### src/sv/bfla_pkg.sv
// shared types, constants and helpers for the free list block allocator
// no dependencies

package bfla_pkg;

    localparam int BLOCKS = 1024;
    localparam int ADDR_W = 11;
    localparam int IDX_W  = $clog2(BLOCKS);

    typedef logic [ADDR_W-1:0] t_addr;
    typedef logic [IDX_W-1:0]  t_idx;

    typedef enum logic {
        CMD_ALLOC = 1'b0,
        CMD_FREE  = 1'b1
    } t_cmd_code;

    typedef enum logic [1:0] {
        ST_OK   = 2'd0,
        ST_FULL = 2'd1,
        ST_BAD  = 2'd2
    } t_status;

    typedef enum logic [2:0] {
        S_IDLE,
        S_LINK1,
        S_LINK2,
        S_LINK3,
        S_DONE
    } t_state;

    typedef struct packed {
        logic load;
        logic link1;
        logic link2;
        logic link3;
        logic finish;
    } t_dp_ctrl;

    typedef struct packed {
        logic err;
        logic is_free;
        logic out_busy;
    } t_dp_stat;

    function automatic logic in_range(input t_addr a);
        in_range = (a != '0) && (a <= ADDR_W'(BLOCKS));
    endfunction

    function automatic t_idx to_idx(input t_addr a);
        t_addr d;
        d = a - ADDR_W'(1);
        to_idx = d[IDX_W-1:0];
    endfunction

endpackage

### src/sv/bfla_ctrl.sv
// sequencing state machine for allocate and free requests
// depends on bfla_pkg

module bfla_ctrl import bfla_pkg::*; (
    input  logic     i_clk,
    input  logic     i_rst_n,
    input  logic     i_in_valid,
    output logic     o_in_ready,
    input  t_dp_stat i_stat,
    output t_dp_ctrl o_ctrl
);

    t_state r_state;
    t_state n_state;

    always_ff @(posedge i_clk) begin
        if (!i_rst_n) begin
            r_state <= S_IDLE;
        end else begin
            r_state <= n_state;
        end
    end

    always_comb begin
        n_state = r_state;
        case (r_state)
            S_IDLE: begin
                if (i_in_valid) n_state = S_LINK1;
            end
            S_LINK1: begin
                n_state = i_stat.err ? S_DONE : S_LINK2;
            end
            S_LINK2: begin
                n_state = i_stat.is_free ? S_LINK3 : S_DONE;
            end
            S_LINK3: begin
                n_state = S_DONE;
            end
            S_DONE: begin
                if (!i_stat.out_busy) n_state = S_IDLE;
            end
            default: begin
                n_state = S_IDLE;
            end
        endcase
    end

    always_comb begin
        o_in_ready = 1'b0;
        o_ctrl     = '0;
        case (r_state)
            S_IDLE: begin
                o_in_ready  = 1'b1;
                o_ctrl.load = i_in_valid;
            end
            S_LINK1: begin
                o_ctrl.link1 = !i_stat.err;
            end
            S_LINK2: begin
                o_ctrl.link2 = 1'b1;
            end
            S_LINK3: begin
                o_ctrl.link3 = 1'b1;
            end
            S_DONE: begin
                o_ctrl.finish = !i_stat.out_busy;
            end
            default: begin
                o_ctrl = '0;
            end
        endcase
    end

    a_ctrl_onehot: assert property (@(posedge i_clk) disable iff (!i_rst_n)
        $onehot0({o_ctrl.load, o_ctrl.link1, o_ctrl.link2, o_ctrl.link3, o_ctrl.finish}))
        else $error("more than one datapath command");

    a_link1_after_load: assert property (@(posedge i_clk) disable iff (!i_rst_n)
        o_ctrl.link1 |-> $past(o_ctrl.load))
        else $error("link step without a loaded request");

    a_link3_free_only: assert property (@(posedge i_clk) disable iff (!i_rst_n)
        o_ctrl.link3 |-> i_stat.is_free)
        else $error("third link step on allocate");

endmodule

### config.mk
export PLATFORM = sky130hd
export DESIGN_NAME = bfla_ctrl
export DESIGN_NICKNAME = d
export VERILOG_FILES = /design/src/sv/bfla_pkg.sv /design/src/sv/bfla_ctrl.sv
export SDC_FILE = /design/constraint.sdc
export NUM_CORES = 1
export LEC_CHECK = 0
export ABC_AREA = 1
export BUFFER_PORTS_ARGS = -buffer_cell sky130_fd_sc_hd__buf_2
export CORE_AREA = 5 5 42 44
export CTS_CLUSTER_DIAMETER = 120
export DETAILED_ROUTE_END_ITERATION = 10
export DIE_AREA = 0 0 47 49
export PLACE_DENSITY = 0.32
export SLEW_MARGIN = 20
export SYNTH_ARGS = -nofsm -noshare
export SYNTH_HDL_FRONTEND = slang
export SYNTH_SLANG_ARGS = --single-unit
### constraint.sdc
create_clock -name i_clk -period 1.3 [get_ports i_clk]
set_clock_uncertainty 0.05 [all_clocks]
set_input_delay 0.065 -clock i_clk [delete_from_list [all_inputs] [get_ports i_clk]]
set_output_delay 0.065 -clock i_clk [all_outputs]
set_load 0.01 [all_outputs]
---- Word level (Yosys, flattened, before mapping) ----
Index checks and enable logic that the tools add are counted.
word-level totals
  register bits after elaboration ......... 3
  bits in latches ......................... 0
  bits in writable memories ............... 0
  memory bits (read-only) ................. 0
  input port bits ......................... 6
  logic and storage cells ................. 22
  memories kept ........................... 0
operators by class
  add/sub/neg operators ................... 0
  multipliers ............................. 0
  div/mod/pow operators ................... 0
  order comparisons ....................... 0
  equal/unequal tests ..................... 6
  shift-type cells ........................ 0
  muxes and demuxes ....................... 11
  bitwise logic cells ..................... 0
  reduce and logical (&&, ||, !) cells .... 4
operators with widths
  kind                number
  $pmux 3 s5          1
  $mux 3              4
  $eq 3x2->1 const B  2
  $mux 1              6
  $ne 2x2->1 const B  2
  $eq 3x1->1 const B  1
  $eq 3x3->1 const B  1
  $logic_not 3->1     1
  $logic_not 1->1     2
  $reduce_and 2->1    1

---- Logic depth before layout (Yosys ltp) ----
Gate-level depths: netlist of the first run.
  depth in word-level cells ............... 3
  mapped depth ............................ 6
  mapped depth without buffers ............ 6

---- Worst setup path before layout of the first run ----
OpenSTA, ideal clock, no wires.
  path kind ............................... register to output
  start point ............................. register r_state[2]
  end point ............................... output port o_ctrl[0] (netlist bit)
  arrival ................................. 0.778 ns
  path slack .............................. 0.407 ns
  stages on the path, launching flop included .. 3
  buffers on the path ..................... 0
  cells stage by stage .................... dfxtp_1 -> inv_2 -> nor4_2
RTL lines
  item                    RTL line         RTL
  start, declared         bfla_ctrl.sv:13  t_state r_state;
  start signal, assigned  bfla_ctrl.sv:20  r_state <= n_state;
  end, declared           bfla_ctrl.sv:10  output t_dp_ctrl o_ctrl

==> results.md, run 1 <==
* Result of the run: complete, no violations
* Startpoint of the worst hold path: i_stat[2]
* Period utilization at 0.883
* Row count at 14
* Share of total power consumed by net switching at 0.335
* Rel. slew slack at 0.850
* Portion of total power attributed to combinational logic at 0.294
* Core outline area at 1400 µm²
* Clock latency on the worst-skew pair at between 0.2 and 0.25 ns
* Maximum capacitance violations at 0
* Top-level port count at 12
* Crit path kind: reg2out
* Data required time at the worst endpoint at 1.19 ns
* Count of unresolved DRC violations after routing at 0
* Vert. Die Dim at between 40 and 50 µm
* Pin count of the biggest net entering global routing at 7
* Total placed cells including tap cells at 62
* Worst Setup Slack, final at about 0.15 ns
* Sequential share of power at 0.306
* Synth Net Count at 41
* Overall global routing resource usage at 0.0528
* Yosys warning total at 0
* Number of I/O port buffers at 11
* Setup fix buffers added after clock tree synthesis at 0
* Vias per cell at approximately 3.9
* Max Root-Sink Buffers at 2
* Number of pins exceeding their max-slew limit in the final report at 0
* Number of nets with antenna violations after detailed routing at 0
* Most flops, register: r_state
* Biggest fanout along the worst timing path at 6
* Met3 routing resource usage after global routing at 0.0111
* Peak-usage layer in the global routing report: met2
* Static leakage at approximately 0.19 nW
* Final Net Count at 58
* # setup viols final at 0
* Number of distinct standard cells referenced by the synthesized netlist at 11
* Shortest clock period the worst path allows after layout at roughly 1.1 ns
* Hold EP: r_state[1]
* Average cell area after synthesis at about 6 µm²
* Area added between synthesis and finish at 54.2%
* Design area at roughly 320 µm²
* RSZ-0062 raised after global routing: no
* H-tree level count at 1
* Number of sinks driven by the clock tree at 3
* Worst r2r path cells at 5
* Avg WL per Cell at between 8 and 9 µm
* Kind of end point of the critical path: primary output
* Design Power at ~0.00041 W
* Global-route wire length before repair at approximately 860 µm
* CTS tree: done
* Starting DRT DRC Count at 1
* Post-placement setup slack at 0.301 ns
* Net switching power of the design at about 0.00014 W
* Maximum VDD drop at 0.000297 V
* Buffer cell driving the clock tree root: sky130_fd_sc_hd__clkbuf_4
* Seq/Total Area, Yosys at 0.286
* Initial Utilization at 0.150
* Share of post-route cells with drive strength above 1 at 0.431
* Count of state elements after synthesis at 3
* Reg2reg start: r_state[1]
* Number of flip-flops under the largest register name at 3
* Floorplan die area at around 2300 µm²
* Hold Path Cell Cnt at 4
* Half-perimeter wire length after placement at approximately 470 µm
* Number of global-route vias before repair at around 250
* Path category of the worst min-delay check: in2reg
* End of the worst register-to-register path: r_state[2]
* Synthesized area at between 200 and 250 µm²
* Remaining global-route overflow at 0
* R2R Setup Slk at around 0.37 ns
* Routing usage on met2 at 0.0747
* Cells after synthesis at 35
* Standard cell area after detailed placement at ~290 µm²
* Largest registers in the final layout: r_state: 3 flops
* Final cell count without fillers at between 60 and 70
* Endpoint arrival time on the critical path at between 1 and 1.5 ns
* First-pass iteration count of the detailed router at 2
* Die width at between 40 and 50 µm
* Diode insertion count for antenna repair at 0
* Peak Freq at 871 MHz
* Setup TNS after final layout at 0 ns
* Met1 track demand over resource in global routing at 0.0592
* Aggregate routed wire length at 560 µm
* Gp weighted congestion at around 0.66
* Proportion of power drawn by the clock network at 0.400
* Power per unit of standard cell area at ~1300 nW/µm²
* Number of CTS-inserted buffers at 3
* Transition at the pin with the smallest max-transition slack at around 0.22 ns
* Number of antenna violations at the first check in global routing at 0
* Worst Setup Start Kind: register
* Detailed-route via count at 260
* Clock-pin slew reported for the worst setup and hold paths after clock tree synthesis at around 0.040 ns
* Internal power contribution at 0.000273 W
* Number of failing hold endpoints at the final stage at 0
## metal layers
| layer | wire length [µm] | vias up |
|---|---|---|
| met5 | 0 | - |
| met4 | 0 | 0 |
| met3 | 34 | 0 |
| met2 | 294 | 4 |
| met1 | 232 | 116 |
| li1 | - | 140 |
## cells by family after synthesis
| kind of cell | Yosys count | synth area share |
|---|---|---|
| AND/OR/NAND/NOR | 20 | 0.476 |
| AO/OA/AOI/OAI | 2 | 0.0595 |
| flip-flops | 3 | 0.286 |
| buffers and inverters | 10 | 0.179 |
## cells in the final DEF, fill, tap and decap left out, types with 2 or more instances in the layout
cell                        n
sky130_fd_sc_hd__buf_2     11
sky130_fd_sc_hd__inv_1      7
sky130_fd_sc_hd__nand3_1    7
sky130_fd_sc_hd__nand2_1    5
sky130_fd_sc_hd__inv_2      3
sky130_fd_sc_hd__nor2_1     3
sky130_fd_sc_hd__clkbuf_4   3
sky130_fd_sc_hd__nor3_1     2
sky130_fd_sc_hd__nor2_2     2
sky130_fd_sc_hd__dfxtp_2    2
## cells in the mapped netlist
cell type | number | share of area
sky130_fd_sc_hd__a21boi_1 | 1 | 0.036
sky130_fd_sc_hd__nor4_2 | 1 | 0.060
sky130_fd_sc_hd__nor2_2 | 2 | 0.060
sky130_fd_sc_hd__dfxtp_1 | 3 | 0.29
sky130_fd_sc_hd__nand2_1 | 5 | 0.089
sky130_fd_sc_hd__o21ai_1 | 1 | 0.024
sky130_fd_sc_hd__nor3_1 | 2 | 0.048
sky130_fd_sc_hd__inv_1 | 7 | 0.13
sky130_fd_sc_hd__nand3_1 | 7 | 0.17
sky130_fd_sc_hd__inv_2 | 3 | 0.054
sky130_fd_sc_hd__nor2_1 | 3 | 0.054
## repair_timing
item	CTS	global route
endpoints found under the setup margin	0	3
hold buffers	1	0
resized for setup	0	2
endpoints found under the hold margin	1	0
## final cells by class
type	count	area (µm²)
Sequential cell	3	62.6
Multi-Input combinational cell	22	113
Tap cell	16	20.0
Timing Repair Buffer	12	65.1
Fill cell	176	1080
Inverter	10	37.5
Clock buffer	4	26.3
## worst max path at each step
stage          depth (start not counted)  slack, ns        end       start
2_1_floorplan                          2       0.41  o_ctrl[0]  r_state[2]
5_1_grt                                4       0.02  o_ctrl[4]  r_state[1]
4_1_cts                                5       0.05  o_ctrl[3]  r_state[0]
3_3_place_gp                           5       0.28  o_ctrl[3]  r_state[0]
6_report                               3       0.15  o_ctrl[0]  r_state[2]
3_5_place_dp                           5       0.30  o_ctrl[3]  r_state[0]
## critical path, cell delays in order (launching register included)
cell and delay (ns):
sky130_fd_sc_hd__dfxtp_2 0.38, sky130_fd_sc_hd__inv_2 0.07, sky130_fd_sc_hd__nor4_2 0.19, sky130_fd_sc_hd__buf_2 0.16
## through the flow
step / util / hold slack [ns]
final: 0.231 / 0.100
after global routing: 0.231 / 0.115
after CTS: 0.229 / 0.101
after detailed placement: 0.204 / 0.242
after global placement: 0.204 / 0.241
after floorplan: - / 0.109
## power groups by stage
stage	logic, W	clock network, W	registers (W)
final	0.000121	0.000164	0.000125
after global routing	0.000137	0.000182	0.000128
after CTS	0.000124	0.000174	0.000124
after detailed placement	0.000121	0	0.000125
after global placement	0.000122	0	0.000126
after floorplan	0.0000813	0	0.000121
No activity file was read; power rests on OpenSTA's default activity.
==> run 2, diff against run 1 <==
--- a/config.mk
+++ b/config.mk
@@ -6,9 +6,10 @@
 export NUM_CORES = 1
 export LEC_CHECK = 0
 export ABC_AREA = 1
-export BUFFER_PORTS_ARGS = -buffer_cell sky130_fd_sc_hd__buf_2
+export BUFFER_PORTS_ARGS = -buffer_cell sky130_fd_sc_hd__clkbuf_2
 export CORE_AREA = 5 5 42 44
 export CTS_CLUSTER_DIAMETER = 120
+export CTS_CLUSTER_SIZE = 10
 export DETAILED_ROUTE_END_ITERATION = 10
 export DIE_AREA = 0 0 47 49
 export PLACE_DENSITY = 0.32
==> run 2 against run 1 <==
  * Register-to-register slack got worse by 0.03 ns
  * Die area stayed put
  * Via count fell by 0.38%
  * Total power increased by 1.4%
  * First-iteration DRC count grew to 4.0 times the previous value
  * Sequential cell count did not move
  * Setup slack worse by 0.0016 ns
  * Sequential share of layout area rose by 0.62 points
  * Fmax shrank 0.14%
  * Critical path depth stayed put
  * Design area decreased by 1.2%
  * Global-route usage increased by 0.14 points
  * Largest power group unchanged
==> results.md, run 2 (synthesis gave the netlist of run 1 again) <==
* Result of the run: complete, no violations
* R2R Setup Slk at 0.34 ns (-0.03 ns)
* Aggregate routed wire length at 534 µm (-4.6%)
* Half-perimeter wire length after placement at 463 µm (-1.6%)
* Final Net Count at 57 (-1.7%)
* Share of post-route cells with drive strength above 1 at 0.460 (+0.0286)
* Most common cell after layout, fill and taps aside: sky130_fd_sc_hd__clkbuf_2
* Path category of the worst min-delay check: in2reg
* Buffer cell driving the clock tree root: sky130_fd_sc_hd__clkbuf_4
* Global-route wire length before repair at 855 µm (-0.81%)
* Number of pins exceeding their max-slew limit in the final report at 0 (unchanged)
* Initial Utilization at 0.150 (unchanged)
* First-pass iteration count of the detailed router at 4 (+2)
* Design Power at 0.000416 W (+1.4%)
* Vert. Die Dim at 49 µm (unchanged)
* End of the worst register-to-register path: r_state[0]
* Peak Freq at 870 MHz (-0.14%)
* Cell-by-cell trace of the critical path: inv_2 > nor4_2 > clkbuf_2
* Number of antenna violations at the first check in global routing at 0 (unchanged)
* Core outline area at 1400 µm² (unchanged)
* Pin count of the biggest net entering global routing at 7 (unchanged)
* Worst r2r path cells at 5 (unchanged)
* RSZ-0062 raised after global routing: no
* Most frequent cells in the layout: sky130_fd_sc_hd__clkbuf_2 (11), sky130_fd_sc_hd__inv_1 (7), sky130_fd_sc_hd__nand3_1 (7), sky130_fd_sc_hd__nand2_1 (5)
* WP buf/inv at 2 (unchanged)
* # setup viols final at 0 (unchanged)
* Worst Setup Start Kind: register
* Setup fix buffers added after clock tree synthesis at 0 (unchanged)
* Die width at 47 µm (unchanged)
* Number of failing hold endpoints at the final stage at 0 (unchanged)
* Peak per-stage delay on the critical path at 0.37 ns (about the same)
* Largest registers in the final layout: r_state: 3 flops
* Gp weighted congestion at 0.679 (+2.9%)
* Detailed-route via count at 259 (-0.38%)
* Crit path kind: reg2out
* Diode insertion count for antenna repair at 0 (unchanged)
* Number of flip-flops under the largest register name at 3 (unchanged)
* Starting DRT DRC Count at 4 (+3)
* Crit-path leading delay family: flip-flops
* Maximum capacitance violations at 0 (unchanged)
* Maximum VDD drop at 0.000342 V (+15%)
* Setup TNS after final layout at 0 ns (unchanged)
* Reg2reg start: r_state[0]
* Vias per cell at 3.92 (+1.1%)
* Power per unit of standard cell area at 1300 nW/µm² (+2.6%)
* Worst slack on hold paths at 0.00705 ns (-0.0930 ns)
* Overall global routing resource usage at 0.0542 (+0.00141)
* Number of gates on the worst path with buffers counted at 3 (unchanged)
* Number of global-route vias before repair at 233 (-5.7%)
* Slowest cell on the critical path: sky130_fd_sc_hd__dfxtp_2
* Area added between synthesis and finish at 52.4%
* Rel. slew slack at 0.878 (+0.0273)
* Shortest clock period the worst path allows after layout at 1.15 ns (+0.00164 ns)
* Max Root-Sink Buffers at 2 (unchanged)
* Number of CTS-inserted buffers at 3 (unchanged)
* CTS tree: done
* Number of nets with antenna violations after detailed routing at 0 (unchanged)
* Floorplan die area at 2300 µm² (unchanged)
* Hold bufs inserted after CTS at 0 (-1)
* Number of sinks driven by the clock tree at 3 (unchanged)
* Number of I/O port buffers at 11 (unchanged)
* H-tree level count at 1 (unchanged)
* Startpoint of the worst setup timing path: r_state[2]
* Transition at the pin with the smallest max-transition slack at 0.182 ns (-0.0422 ns)
* Row count at 14 (unchanged)
* Most flops, register: r_state
* Data required time at the worst endpoint at 1.19 ns (about the same)
* Number of cells upsized or downsized after cts at 0 (unchanged)
* Period utilization at 0.884 (+0.00126)
* Setup crit end: o_ctrl[0]
* Biggest fanout along the worst timing path at 6 (unchanged)
* Top-level port count at 12 (unchanged)
* Avg WL per Cell at 8.09 µm (-3.2%)
* Clock-pin slew reported for the worst setup and hold paths after clock tree synthesis at 0.04 ns (about the same)
* Clock latency on the worst-skew pair at 0.23 ns (about the same)
* Remaining global-route overflow at 0 (unchanged)
* Static leakage at 0.186 nW (-2.0%)
* Kind of end point of the critical path: primary output
* Count of unresolved DRC violations after routing at 0 (unchanged)
* Endpoint arrival time on the critical path at 1.03 ns (about the same)
==> run 2: worst min-delay path by stage <==
stage	from	end	slack (ns)	cells past startpoint
global placement	i_rst_n	r_state[2]	0.25	3
CTS	i_rst_n	r_state[2]	0.003	3
finish	i_rst_n	r_state[2]	0.007	3
floorplan	i_stat[0]	o_ctrl[0]	0.11	1
detailed placement	i_rst_n	r_state[2]	0.25	3
global route	i_rst_n	r_state[2]	0.02	3
==> run 2: through the flow <==
stage,setup slack (ns),std cells,cell area (µm²),utilization
floorplan,0.407,35,210,-
global placement,0.302,62,285,0.204
detailed placement,0.304,62,285,0.204
CTS,0.0501,66,312,0.222
global route,0.0575,66,320,0.229
finish,0.151,66,320,0.229
==> run 2: per-layer routing <==
| metal | wire length [µm] | track usage | share of wire |
|---|---|---|---|
| met5 | 0 | 0 | 0 |
| met4 | 0 | 0.0415 | 0 |
| met3 | 52 | 0.0406 | 0.097 |
| met2 | 286 | 0.0769 | 0.54 |
| met1 | 194 | 0.0504 | 0.36 |
==> run 2: cell type report <==
class / count / area, µm²
multi-input combinational: 22 / 118
timing repair buffer: 11 / 55.1
clock buffer: 4 / 26.3
inverter: 10 / 37.5
sequential: 3 / 63.8
tap: 16 / 20.0
fill: 175 / 1080
==> run 2: power breakdown <==
| part | total [W] | internal [W] | switching [W] |
|---|---|---|---|
| registers | 0.000128 | 0.000106 | 0.0000214 |
| logic | 0.000124 | 0.0000524 | 0.0000718 |
| clock network | 0.000164 | 0.000115 | 0.0000486 |
| total | 0.000416 | 0.000274 | 0.000142 |
==> run 2: worst min-delay path, cell delays in order <==
cell and delay [ns]:
sky130_fd_sc_hd__clkbuf_2 0.10, sky130_fd_sc_hd__nand2_1 0.05, sky130_fd_sc_hd__inv_1 0.04
==> run 3, diff against run 2 <==
--- a/config.mk
+++ b/config.mk
@@ -12,7 +12,7 @@
 export CTS_CLUSTER_SIZE = 10
 export DETAILED_ROUTE_END_ITERATION = 10
 export DIE_AREA = 0 0 47 49
-export PLACE_DENSITY = 0.32
+export PLACE_DENSITY_LB_ADDON = 0.15
 export SLEW_MARGIN = 20
 export SYNTH_ARGS = -nofsm -noshare
 export SYNTH_HDL_FRONTEND = slang
==> run 3 against run 2 <==
  * Total power decreased by 0.65%
  * Non-clock buffer count increased by 1
  * Die area unchanged
  * Sequential power decreased by 4%
  * Design area unchanged
  * Via count increased by 0.77%
  * Core utilization unchanged
  * Clock power about the same
  * Sequential cell count unchanged
  * Largest cell class unchanged
==> results.md, run 3 (synthesis gave the netlist of run 1 again) <==
* Setup TNS after final layout at 0 ns (unchanged)
* Max Root-Sink Buffers at 2 (unchanged)
* Row count at 14 (unchanged)
* Half-perimeter wire length after placement at 460 µm (-0.63%)
* Buffer cell driving the clock tree root: sky130_fd_sc_hd__clkbuf_4
* Maximum VDD drop at 0.000401 V (+17%)
* Number of pins exceeding their max-slew limit in the final report at 0 (unchanged)
* Internal power contribution at 0.000276 W (+0.75%)
* Starting DRT DRC Count at 5 (+1)
* Final core area utilization at 0.229 (unchanged)
* Result of the run: complete, no violations
* Worst r2r path cells at 6 (+1)
* Final Net Count at 58 (+1.8%)
* First-pass iteration count of the detailed router at 2 (-2)
* Proportion of power drawn by the clock network at 0.393 (about the same)
* Number of sinks driven by the clock tree at 3 (unchanged)
* Share of post-route cells with drive strength above 1 at 0.431 (-0.0286)
* CTS tree: done
* Global-route wire length before repair at 959 µm (+12%)
* Worst Setup Start Kind: register
* Core outline area at 1400 µm² (unchanged)
* Static leakage at 0.188 nW (+1.2%)
* Overall global routing resource usage at 0.0620 (+0.00778)
* Vias per cell at 3.90 (-0.73%)
* Most common cell after layout, fill and taps aside: sky130_fd_sc_hd__clkbuf_2
* Pin count of the biggest net entering global routing at 7 (unchanged)
* Path category of the worst min-delay check: in2reg
* H-tree level count at 1 (unchanged)
* Rel. slew slack at 0.852 (-0.0260)
* Sequential share of power at 0.298 (-0.009)
* Number of flip-flops under the largest register name at 3 (unchanged)
* Kind of end point of the critical path: primary output
* Area added between synthesis and finish at 52.4% (unchanged)
* Floorplan die area at 2300 µm² (unchanged)
* Biggest fanout along the worst timing path at 5 (-1)
* Gp weighted congestion at 0.691 (+1.7%)
* Worst Setup Slack, final at 0.0893 ns (-0.0616 ns)
* Number of global-route vias before repair at 261 (+12%)
* Power per unit of standard cell area at 1290 nW/µm² (-0.65%)
* # setup viols final at 0 (unchanged)
* Hold Path Cell Cnt at 3 (unchanged)
* Number of antenna violations at the first check in global routing at 0 (unchanged)
* Net switching power of the design at 0.000137 W (-3.4%)
* Shortest clock period the worst path allows after layout at 1.21 ns (+0.0616 ns)
* Avg WL per Cell at 8.10 µm (+0.17%)
* Maximum capacitance violations at 0 (unchanged)
* Portion of total power attributed to combinational logic at 0.308 (+0.009)
* Most frequent cells in the layout: sky130_fd_sc_hd__clkbuf_2 (11), sky130_fd_sc_hd__inv_1 (7), sky130_fd_sc_hd__nand3_1 (7), sky130_fd_sc_hd__nand2_1 (5)
* Endpoint arrival time on the critical path at 1.10 ns (+0.07 ns)
* Detailed-route via count at 261 (+0.77%)
* Number of CTS-inserted buffers at 3 (unchanged)
* Share of total power consumed by net switching at 0.332 (-0.00932)
* Transition at the pin with the smallest max-transition slack at 0.222 ns (+0.0402 ns)
* Vert. Die Dim at 49 µm (unchanged)
* Peak Freq at 826 MHz (-5.1%)
* Aggregate routed wire length at 543 µm (+1.7%)
* Die width at 47 µm (unchanged)
* Post-placement setup slack at 0.296 ns (-0.00823 ns)
* Data required time at the worst endpoint at 1.19 ns (about the same)
* RSZ-0062 raised after global routing: no
* Crit path kind: reg2out
* Hold bufs inserted after CTS at 0 (unchanged)
* Top-level port count at 12 (unchanged)
* Diode insertion count for antenna repair at 0 (unchanged)
* Number of failing hold endpoints at the final stage at 0 (unchanged)
* Clock latency on the worst-skew pair at 0.23 ns (about the same)
* Number of nets with antenna violations after detailed routing at 0 (unchanged)
* Largest registers in the final layout: r_state: 3 flops
* Clock-pin slew reported for the worst setup and hold paths after clock tree synthesis at 0.04 ns (about the same)
* Period utilization at 0.931 (+0.0474)
* Count of unresolved DRC violations after routing at 0 (unchanged)
* Remaining global-route overflow at 0 (unchanged)
* Number of I/O port buffers at 11 (unchanged)
* Most flops, register: r_state
* Initial Utilization at 0.150 (unchanged)
==> run 3: what timing repair did <==
| action | 4_1_cts | 5_1_grt |
|---|---|---|
| gates resized for setup | 0 | 1 |
| buffers inserted | 0 | 1 |
| setup endpoints to repair | 0 | 2 |
==> run 3: power by group through the flow <==
| stage | sequential (W) | combinational (W) | clock, W |
|---|---|---|---|
| after floorplan | 0.000121 | 0.0000813 | 0 |
| final | 0.000123 | 0.000127 | 0.000162 |
| after global placement | 0.000124 | 0.000123 | 0 |
| after global routing | 0.000125 | 0.000149 | 0.000179 |
| after CTS | 0.000122 | 0.000121 | 0.000173 |
| after detailed placement | 0.000124 | 0.000120 | 0 |
==> run 3: per-stage QoR <==
stage	cells	hold WS, ns	total power [W]	cell area (µm²)
2_1_floorplan	35	0.109	0.000202	210
3_3_place_gp	62	0.249	0.000247	285
3_5_place_dp	62	0.247	0.000244	285
4_1_cts	66	0.00258	0.000417	312
5_1_grt	67	0.0402	0.000453	320
6_report	67	0.00580	0.000413	320
==> run 3: layer usage <==
metal	vias up	routed length, µm	global-route usage
li1	140	-	-
met1	116	197	0.0527
met2	5	308	0.0882
met3	0	37	0.0480
met4	0	0	0.0553
met5	-	0	0
==> run 3: final cells by class <==
cell class	count	area [µm²]
Fill cell	170	1080
Sequential cell	3	61.3
Multi-Input combinational cell	22	113
Timing Repair Buffer	12	62.6
Clock buffer	4	26.3
Tap cell	16	20.0
Inverter	10	37.5
==> run 3: worst paths after layout <==
kind / start / slack (ns) / end
max: r_state[0] / 0.09 / o_ctrl[3]
min: i_rst_n / 0.006 / r_state[2]
max reg2reg: r_state[1] / 0.25 / r_state[2]
min reg2reg: r_state[1] / 0.57 / r_state[1]
==> run 3: critical path, cell delays in order (launching register included) <==
cell and delay [ns]:
sky130_fd_sc_hd__dfxtp_1 0.42, sky130_fd_sc_hd__inv_2 0.06, sky130_fd_sc_hd__nor2_2 0.10, sky130_fd_sc_hd__nand3_1 0.10, sky130_fd_sc_hd__inv_1 0.06, sky130_fd_sc_hd__clkbuf_2 0.12
